### src/hw/rtl/sbi_pkg.sv
// ----------------------------------------------------------------------------
// sbi_pkg
// Shared types and constants for the stack bytecode interpreter.
// ----------------------------------------------------------------------------
package sbi_pkg;

    localparam int DATA_W   = 32;
    localparam int OP_W     = 3;
    localparam int VIDX_W   = 5;
    localparam int STATUS_W = 2;

    typedef logic [DATA_W-1:0] data_t;

    typedef enum logic [OP_W-1:0] {
        OP_LIT = 3'd0,
        OP_ADD = 3'd1,
        OP_SUB = 3'd2,
        OP_MUL = 3'd3,
        OP_DIV = 3'd4,
        OP_GET = 3'd5,
        OP_SET = 3'd6,
        OP_END = 3'd7
    } opcode_t;

    typedef enum logic [STATUS_W-1:0] {
        ST_OK        = 2'd0,
        ST_DIVZERO   = 2'd1,
        ST_UNDERFLOW = 2'd2,
        ST_OVERFLOW  = 2'd3
    } status_t;

    // controller -> datapath
    typedef struct packed {
        logic load;
        logic exec;
        logic div_run;
    } sbi_cmd_t;

    // datapath -> controller
    typedef struct packed {
        logic need_div;
        logic end_blocked;
        logic div_done;
    } sbi_sts_t;

endpackage

### src/hw/rtl/sbi_ctrl.sv
// ----------------------------------------------------------------------------
// sbi_ctrl
// Sequencer: fetch an instruction, execute it, wait on the divider.
// ----------------------------------------------------------------------------
module sbi_ctrl (
    input  logic              clk,
    input  logic              rst_n,
    input  logic              in_valid,
    output logic              in_ready,
    output sbi_pkg::sbi_cmd_t cmd,
    input  sbi_pkg::sbi_sts_t sts
);
    import sbi_pkg::*;

    typedef enum logic [2:0] {
        S_IDLE = 3'b001,
        S_EXEC = 3'b010,
        S_DIV  = 3'b100
    } state_t;

    state_t state_reg;
    state_t state_next;

    always_comb
    begin
        state_next = state_reg;
        unique case (state_reg)
            S_IDLE:
            begin
                if (in_valid)
                begin
                    state_next = S_EXEC;
                end
            end
            S_EXEC:
            begin
                if (sts.need_div)
                begin
                    state_next = S_DIV;
                end
                else if (!sts.end_blocked)
                begin
                    state_next = S_IDLE;
                end
            end
            S_DIV:
            begin
                if (sts.div_done)
                begin
                    state_next = S_IDLE;
                end
            end
            default:
            begin
                state_next = S_IDLE;
            end
        endcase
    end

    always_ff @(posedge clk or negedge rst_n)
    begin
        if (!rst_n)
        begin
            state_reg <= S_IDLE;
        end
        else
        begin
            state_reg <= state_next;
        end
    end

    assign in_ready    = (state_reg == S_IDLE);
    assign cmd.load    = (state_reg == S_IDLE) && in_valid;
    assign cmd.exec    = (state_reg == S_EXEC);
    assign cmd.div_run = (state_reg == S_DIV);

endmodule

### config.mk
export PLATFORM = sky130hd
export DESIGN_NAME = sbi_ctrl
export DESIGN_NICKNAME = d
export VERILOG_FILES = /design/src/hw/rtl/sbi_pkg.sv /design/src/hw/rtl/sbi_ctrl.sv
export SDC_FILE = /design/constraint.sdc
export NUM_CORES = 1
export LEC_CHECK = 0
export BUFFER_PORTS_ARGS = -buffer_cell sky130_fd_sc_hd__clkbuf_2
export CORE_AREA = 2 2 39 41
export DETAILED_ROUTE_END_ITERATION = 6
export DIE_AREA = 0 0 41 43
export HOLD_SLACK_MARGIN = 0.02
export REMOVE_ABC_BUFFERS = 1
export SKIP_LAST_GASP = 1
export SLEW_MARGIN = 20
export SYNTH_ARGS = -nofsm -noshare
export SYNTH_HDL_FRONTEND = slang
export SYNTH_SLANG_ARGS = --single-unit
### constraint.sdc
create_clock -name clk -period 1 [get_ports clk]
set_clock_uncertainty 0.1 [all_clocks]
set_input_delay 0 -clock clk [delete_from_list [all_inputs] [get_ports clk]]
set_output_delay 0 -clock clk [all_outputs]
set_load 0.1 [all_outputs]
==> flow_summary.toml, run 1 <==
[run_status]
status = "complete, but fails checks"
violations = "setup timing"

[logic_synthesis]
synthDistinctLibCells = 11
synthCells = 13
synth_seq_area_share = 0.421
ys_ff_latch = 3
yosys.area.top_type = "dfrtp_1"
synth-edff-count = 0
synthesis.area_um2 = 181
synth_flop_cell = "dfrtp_1"
avgSynthCellArea_um2 = 14.0
yosys-top-cells-count = "dfrtp_1 (2), nor3b_1 (2)"
synth_top_area_share = 0.276
synthArstFlopShare = 1.00
netlist_top_cells_area = "dfrtp_1 (28%), dfstp_2 (14%), nor3b_4 (10%), and4bb_4 (9.0%), nor3b_1 (8.3%)"
yosys_warnings = 0

[drt]
dr.first_iter.drc_count = 1
postRouteAntennaNets = 0
first_pass_iters = 2
drt-vias-per-instance = 3.74
wl_um = 611
drc_errors = 0
route.detailed.wl_per_inst_um = 11.3
vias = 202

[clock_tree]
cts_buffers = 3
clock_path_buffers = 2
clock_sinks = 3
cts-root-buf = "clkbuf_4"
clk_pin_slew_ns = 0.04
htreeDepth = 1
cts_tree = "built"
clock_latency_ns = 0.23

[critical_path]
timing.rr.end = "state_reg[0]"
end_kind = "primary output"
startpoint = "state_reg[0]"
r2r_setup_slack_ns = -0.28
r2r_cells = 4
crit_arrival_ns = 1.27
cp-endpoint = "cmd[2]"
path_max_fanout = 5
start_kind = "flop"
required_ns = 0.90
crit_type = "flop to primary output"
rr_startpoint = "state_reg[0]"

[sta]
hold_viol = 0
timing.final.ws_setup_ns = -0.375
period_minus_slack_ns = 1.37
clock.fmax_ghz = 0.727
worstMarginPinSlew_ns = 0.273
post-route-period-util = 1.37
rsz0062_at_grt = "true"
drv_slew = 0
maxSlewHeadroom = 0.817
final-setup-viol-count = 7
tns_ns = -1.96

[pwr]
power_density_nw_per_um2 = 3290
pwr-share-comb = 0.699
leakagePower_nw = 0.203
p_switching_mw = 0.691
swShare = 0.461
seq_power_share = 0.162
clock_power_share = 0.139
ir_drop_v = 0.00195
p_int_mw = 0.807

[floorplan]
io_pins = 10
chipWidth_um = 41
core.rowCount = 14
start_util = 0.131
die_area_um2 = 1760
core_area_um2 = 1380
dieHeight_um = 43

[layout]
drive_gt1_frac = 0.763
final_util = 0.329
fin_nets = 45
fin_area_um2 = 455
largest_reg_flops = 3
n_antenna_cell = 0
syn_to_final_growth_pct = 151
n_fill_cell = 144

[worst_hold_path]
hp-start = "sts[0]"
hp-class = "input port to flop"

[placed_design]
place_congestion = 0.699
port-buffer-count = 9
hpwl_um = 348
dpl_cell_area_um2 = 329

[global_route]
grt_usage = 0.0846
grt_pass1_vias = 230
gr-total-overflow = 0
grt_start_max_net_pins = 6
grt_pass1_wl_um = 910
antenna_found_initial = 0

[flow_run]
max_cap_violations = 0
power groups by stage:
| stage | logic [mW] | clock network, mW | registers (mW) |
|---|---|---|---|
| 2_1_floorplan | 0.421 | 0 | 0.232 |
| 3_3_place_gp | 0.877 | 0 | 0.241 |
| 3_5_place_dp | 0.873 | 0 | 0.242 |
| 4_1_cts | 0.993 | 0.220 | 0.239 |
| 5_1_grt | 1.08 | 0.234 | 0.250 |
| 6_report | 1.05 | 0.208 | 0.243 |
worst max-delay path, cell delays in order (launching register included):
cell and delay [ns]:
dfstp_2 0.57, and4bb_4 0.29, buf_12 0.18
timing repair:
action / CTS / global route
gates resized for setup: 4 / 1
setup endpoints to repair: 7 / 7
pin swaps: 4 / 1
setup buffers: 3 / 2
endpoints found under the hold margin: 6 / 0
hold buffers: 4 / 0
cloned: 0 / 0
cell type report:
type,count,area (um^2),share of cell area
flip-flops and latches,3,77.6,0.170
well taps,16,20.0,0.0440
repair buffers,21,213,0.467
clock buffers,4,26.3,0.0577
multi-input cells,9,115,0.253
inverters,1,3.75,0.00824
metal layers:
metal | GRT usage | vias to the layer above | share of wire
li1 | - | 100 | -
met1 | 0.0942 | 92 | 0.43
met2 | 0.116 | 10 | 0.50
met3 | 0.0471 | 0 | 0.072
met4 | 0.0600 | 0 | 0
met5 | 0 | - | 0
per-stage QoR:
| stage | worst slack, ns | hold WS (ns) | total power [mW] | instances |
|---|---|---|---|---|
| global placement | -0.183 | -0.297 | 1.12 | 41 |
| finish | -0.375 | 0.0500 | 1.50 | 54 |
| floorplan | -1.90 | -0.396 | 0.653 | 13 |
| global route | -0.416 | 0.0476 | 1.56 | 54 |
| CTS | -0.388 | 0.0226 | 1.45 | 52 |
| detailed placement | -0.183 | -0.298 | 1.11 | 41 |
how the worst min path moves through the flow:
stage                         to  slack [ns]  cells past startpoint
floorplan           state_reg[1]       -0.40                      0
global placement    state_reg[2]       -0.30                      1
detailed placement  state_reg[1]       -0.30                      1
CTS                 state_reg[2]        0.02                      3
global route        state_reg[2]        0.05                      3
finish              state_reg[2]        0.05                      3
placed cells by master (no fill, tap or decap):
cell	count
clkbuf_2	5
buf_12	4
a31o_1	1
dfrtp_1	1
clkbuf_1	1
nor3b_4	1
or2_2	1
nor3b_2	1
and4bb_4	1
dfrtp_2	1
dfstp_2	1
nor4b_4	1
buf_4	6
buf_6	2
a21o_2	1
dlygate4sd3_1	4
clkbuf_4	3
nor3b_1	1
inv_1	1
a211oi_2	1
kinds of logic (layout without fill, tap and decap cells):
| family | count (synthesis) | in the layout | share of synthesized area |
|---|---|---|---|
| AOI/OAI and AO/OA | 3 | 3 | 0.166 |
| DFF | 3 | 3 | 0.421 |
| and+or+nand+nor | 6 | 6 | 0.393 |
| buffers and inverters | 1 | 26 | 0.0207 |
(Power assumes the default switching activity.)
==> inputs of run 2 (changes only) <==
CELL_PAD_IN_SITES_DETAIL_PLACEMENT = 2   (was unset)
CELL_PAD_IN_SITES_GLOBAL_PLACEMENT = 2   (was unset)
PLACE_DENSITY_LB_ADDON = 0.1   (was unset)
==> run 2 against run 1 <==
- the flow still finishes with violations (setup timing)
- worst hold slack worse by 0.027 ns
- die area unchanged
- register-to-register slack gained 0.02 ns
- cell count down 7.4%
- via count down 6.4%
- utilization down 2.4 points
- largest power group unchanged
==> flow_summary.toml, run 2 (synthesis results as in run 1) <==
[run_status]
status = "complete, but fails checks"
violations = "setup timing"

[pwr]
leakagePower_nw = 0.180
power_density_nw_per_um2 = 3360
ir_drop_v = 0.00103

[layout]
finalNonFillerCells = 50
drive_gt1_frac = 0.794
fin_nets = 41
layout_commonest_cell = "clkbuf_2"
layout_common_cells = "clkbuf_2 (5), dlygate4sd3_1 (4), buf_12 (4), clkbuf_4 (3)"
largest_reg_flops = 3
syn_to_final_growth_pct = 133
n_antenna_cell = 0

[sta]
final-setup-viol-count = 7
tns_ns = -1.90
drv_slew = 0
clock.fmax_ghz = 0.715
hold_viol = 0
period_minus_slack_ns = 1.40
holdWs_ns = 0.0230
post-route-period-util = 1.40
timing.final.ws_setup_ns = -0.399
maxSlewHeadroom = 0.777
rsz0062_at_grt = "true"
worstMarginPinSlew_ns = 0.333

[drt]
drt-vias-per-instance = 3.78
route.detailed.wl_per_inst_um = 11.6
first_pass_iters = 1
wl_um = 578
dr.first_iter.drc_count = 0
drc_errors = 0
vias = 189
postRouteAntennaNets = 0

[critical_path]
rr_startpoint = "state_reg[0]"
end_kind = "primary output"
crit_type = "flop to primary output"
required_ns = 0.90
start_kind = "flop"
r2r_setup_slack_ns = -0.26
path_max_fanout = 5
timing.rr.end = "state_reg[1]"
r2r_cells = 3
crit_arrival_ns = 1.30

[global_route]
antenna_found_initial = 0
grt_pass1_wl_um = 897
grt_pass1_vias = 225
gr-total-overflow = 0
grt_start_max_net_pins = 6
grt_usage = 0.0905

[floorplan]
start_util = 0.131
core.rowCount = 14
dieHeight_um = 43
chipWidth_um = 41
io_pins = 10
core_area_um2 = 1380
die_area_um2 = 1760

[worst_hold_path]
hp-start = "sts[0]"
whs_endpoint = "state_reg[2]"
min_path_cells = 3
hp-class = "input port to flop"

[clock_tree]
clock_latency_ns = 0.24
clock_path_buffers = 2
clk_pin_slew_ns = 0.04
htreeDepth = 1
cts_buffers = 3
cts-root-buf = "clkbuf_4"
clock_sinks = 3
cts_tree = "built"

[placed_design]
place_congestion = 0.628
hpwl_um = 375
dp_cells = 40
port-buffer-count = 9

[flow_run]
max_cap_violations = 0
==> run 2: cell count changes in the layout (fill, tap and decap cells not counted), sizes merged <==
cell,before,now
buf,12,8
==> run 2: how the worst max path moves through the flow <==
stage,startpoint,end,slack (ns)
6_report,state_reg[0],in_ready,-0.40
5_1_grt,state_reg[0],in_ready,-0.44
4_1_cts,state_reg[0],in_ready,-0.41
3_5_place_dp,state_reg[0],in_ready,-0.20
3_3_place_gp,state_reg[0],in_ready,-0.17
2_1_floorplan,state_reg[0],in_ready,-1.90
==> run 2: stage by stage <==
stage / cell area, um^2 / utilization / power (mW) / setup WS (ns)
after floorplan: 181 / - / 0.653 / -1.90
after global placement: 322 / 0.232 / 1.11 / -0.172
after detailed placement: 322 / 0.232 / 1.12 / -0.200
after CTS: 415 / 0.300 / 1.44 / -0.409
after global routing: 423 / 0.306 / 1.47 / -0.437
final: 423 / 0.306 / 1.42 / -0.399
==> run 2: worst max-delay path, stage by stage, from the launching register on <==
cell	delay, ns
dfstp_2	0.59
nor3b_2	0.18
buf_4	0.14
buf_12	0.16
==> run 2: report_power, final <==
| part | switching [mW] | internal (mW) |
|---|---|---|
| combinational | 0.534 | 0.417 |
| sequential | 0.0725 | 0.182 |
| clock | 0.0668 | 0.150 |
==> run 2: metal layers <==
layer	wire (um)	vias to the layer above	GRT usage
met5	0	-	0
met4	13	0	0.120
met3	28	2	0.0157
met2	379	7	0.159
met1	157	89	0.0583
li1	-	91	-
==> run 2: area by class of cell <==
type                    count  area (um^2)
flip-flops and latches      3         78.8
repair buffers             17          183
inverters                   1         3.75
clock buffers               4         26.3
multi-input cells           9          111
well taps                  16         20.0
fillers                   156          961
==> run 2: what timing repair did <==
| action | CTS | global route |
|---|---|---|
| hold endpoints to repair | 6 | 0 |
| endpoints found under the setup margin | 7 | 7 |
| pin swaps | 3 | 0 |
| gates resized for setup | 3 | 3 |
| hold buffers | 4 | 0 |
| buffers inserted | 2 | 0 |
==> inputs of run 3 (changes only) <==
RECOVER_POWER = 25   (was unset)
==> run 3 against run 2 <==
- the flow still finishes with violations (setup timing)
- register-to-register slack barely moved
- worst setup slack did not move
- critical path depth did not move
- global-route usage stayed put
- sequential power about the same
- power barely moved
- via count unchanged
- worst hold slack did not move
- combinational power about the same
- clock power is essentially flat
- routed wire length decreased by 0.17%
- critical path type unchanged
==> flow_summary.toml, run 3 (synthesis results as in run 1) <==
[run_status]
status = "complete, but fails checks"
violations = "setup timing"

[global_route]
gr-max-usage-layer = "met2"
grtUsageMet3 = 0.0157
grt_pass1_vias = 225
gr-total-overflow = 0
grt_use_met2 = 0.159
grt_use_met1 = 0.0583
grt_pass1_wl_um = 897
antenna_found_initial = 0
grt_start_max_net_pins = 6
grt_usage = 0.0905

[layout]
fin_nets = 41
n_fill_cell = 157
layout_common_cells = "dlygate4sd3_1 (4), clkbuf_2 (4), buf_12 (4), clkbuf_4 (3)"
syn_to_final_growth_pct = 132
final_util = 0.305
multiInputGateArea_um2 = 111
largest_reg_flops = 3
seqCellArea_um2 = 78.8
n_antenna_cell = 0
drive_gt1_frac = 0.765

[floorplan]
dieHeight_um = 43
io_pins = 10
chipWidth_um = 41
core.rowCount = 14
start_util = 0.131
die_area_um2 = 1760
core_area_um2 = 1380

[worst_hold_path]
hp-class = "input port to flop"
hp-start = "sts[0]"
min_path_cells = 3
whs_endpoint = "state_reg[2]"

[sta]
hold_viol = 0
tns_ns = -1.90
post-route-period-util = 1.40
clock.fmax_ghz = 0.715
holdWs_ns = 0.0230
rsz0062_at_grt = "true"
worstMarginPinSlew_ns = 0.333
timing.final.ws_setup_ns = -0.399
final-setup-viol-count = 7
drv_slew = 0
period_minus_slack_ns = 1.40
maxSlewHeadroom = 0.777

[pwr]
power_density_nw_per_um2 = 3370
p_int_mw = 0.748
ir_drop_v = 0.000984
clock_power_share = 0.152
seq_power_share = 0.179
swShare = 0.474
total_power_mw = 1.42
pwr-share-comb = 0.669
p_switching_mw = 0.674
leakagePower_nw = 0.177

[drt]
first_pass_iters = 1
wl_um = 577
postRouteAntennaNets = 0
drt-vias-per-instance = 3.78
route.detailed.wl_per_inst_um = 11.5
dr.first_iter.drc_count = 0
drc_errors = 0
vias = 189

[clock_tree]
clk_pin_slew_ns = 0.04
cts_tree = "built"
clock_latency_ns = 0.24
cts-root-buf = "clkbuf_4"
htreeDepth = 1
cts_buffers = 3
clock_path_buffers = 2
clock_sinks = 3

[critical_path]
rr_startpoint = "state_reg[0]"
crit_type = "flop to primary output"
crit_arrival_ns = 1.30
required_ns = 0.90
end_kind = "primary output"
timing.rr.end = "state_reg[1]"
start_kind = "flop"
path_max_fanout = 5
r2r_setup_slack_ns = -0.26
r2r_cells = 3

[flow_run]
max_cap_violations = 0

[placed_design]
pre_cts_slack_ns = -0.200
place_congestion = 0.628
hpwl_um = 375
port-buffer-count = 9
==> run 3: critical path: stages, from the launching register on <==
cell and delay [ns]:
dfstp_2 0.59, nor3b_2 0.18, buf_4 0.14, buf_12 0.16
==> run 3: worst max path at each step <==
stage,from,end,slack [ns],cells after the start
after floorplan,state_reg[0],in_ready,-1.90,1
after global placement,state_reg[0],in_ready,-0.17,3
after detailed placement,state_reg[0],in_ready,-0.20,3
after CTS,state_reg[0],in_ready,-0.41,3
after global routing,state_reg[0],in_ready,-0.44,3
final,state_reg[0],in_ready,-0.40,3
==> run 3: repair_timing <==
item	4_1_cts	5_1_grt
hold buffers	4	0
setup buffers	2	0
pin swaps	3	0
setup endpoints to repair	7	7
endpoints found under the hold margin	6	0
gates resized for setup	3	3
==> run 3: area by class of cell <==
class,count,share of cell area
multi-input combinational,9,0.264
sequential,3,0.187
inverter,1,0.00890
timing repair buffer,17,0.430
tap,16,0.0475
clock buffer,4,0.0623
==> run 3: stage by stage <==
step	instances	cell area, um^2
6_report	50	422
3_3_place_gp	40	322
5_1_grt	50	422
2_1_floorplan	13	181
4_1_cts	50	415
3_5_place_dp	40	322
==> run 3: per-layer routing <==
metal  wire length [um]  share of wire
met2                379           0.66
met5                  0              0
met1                155           0.27
met4                 13          0.023
met3                 28          0.049
==> run 3: power groups by stage <==
stage	clock network, mW	logic (mW)	registers [mW]
6_report	0.217	0.951	0.254
5_1_grt	0.227	0.976	0.268
3_3_place_gp	0	0.870	0.243
2_1_floorplan	0	0.421	0.232
3_5_place_dp	0	0.879	0.246
4_1_cts	0.229	0.959	0.249
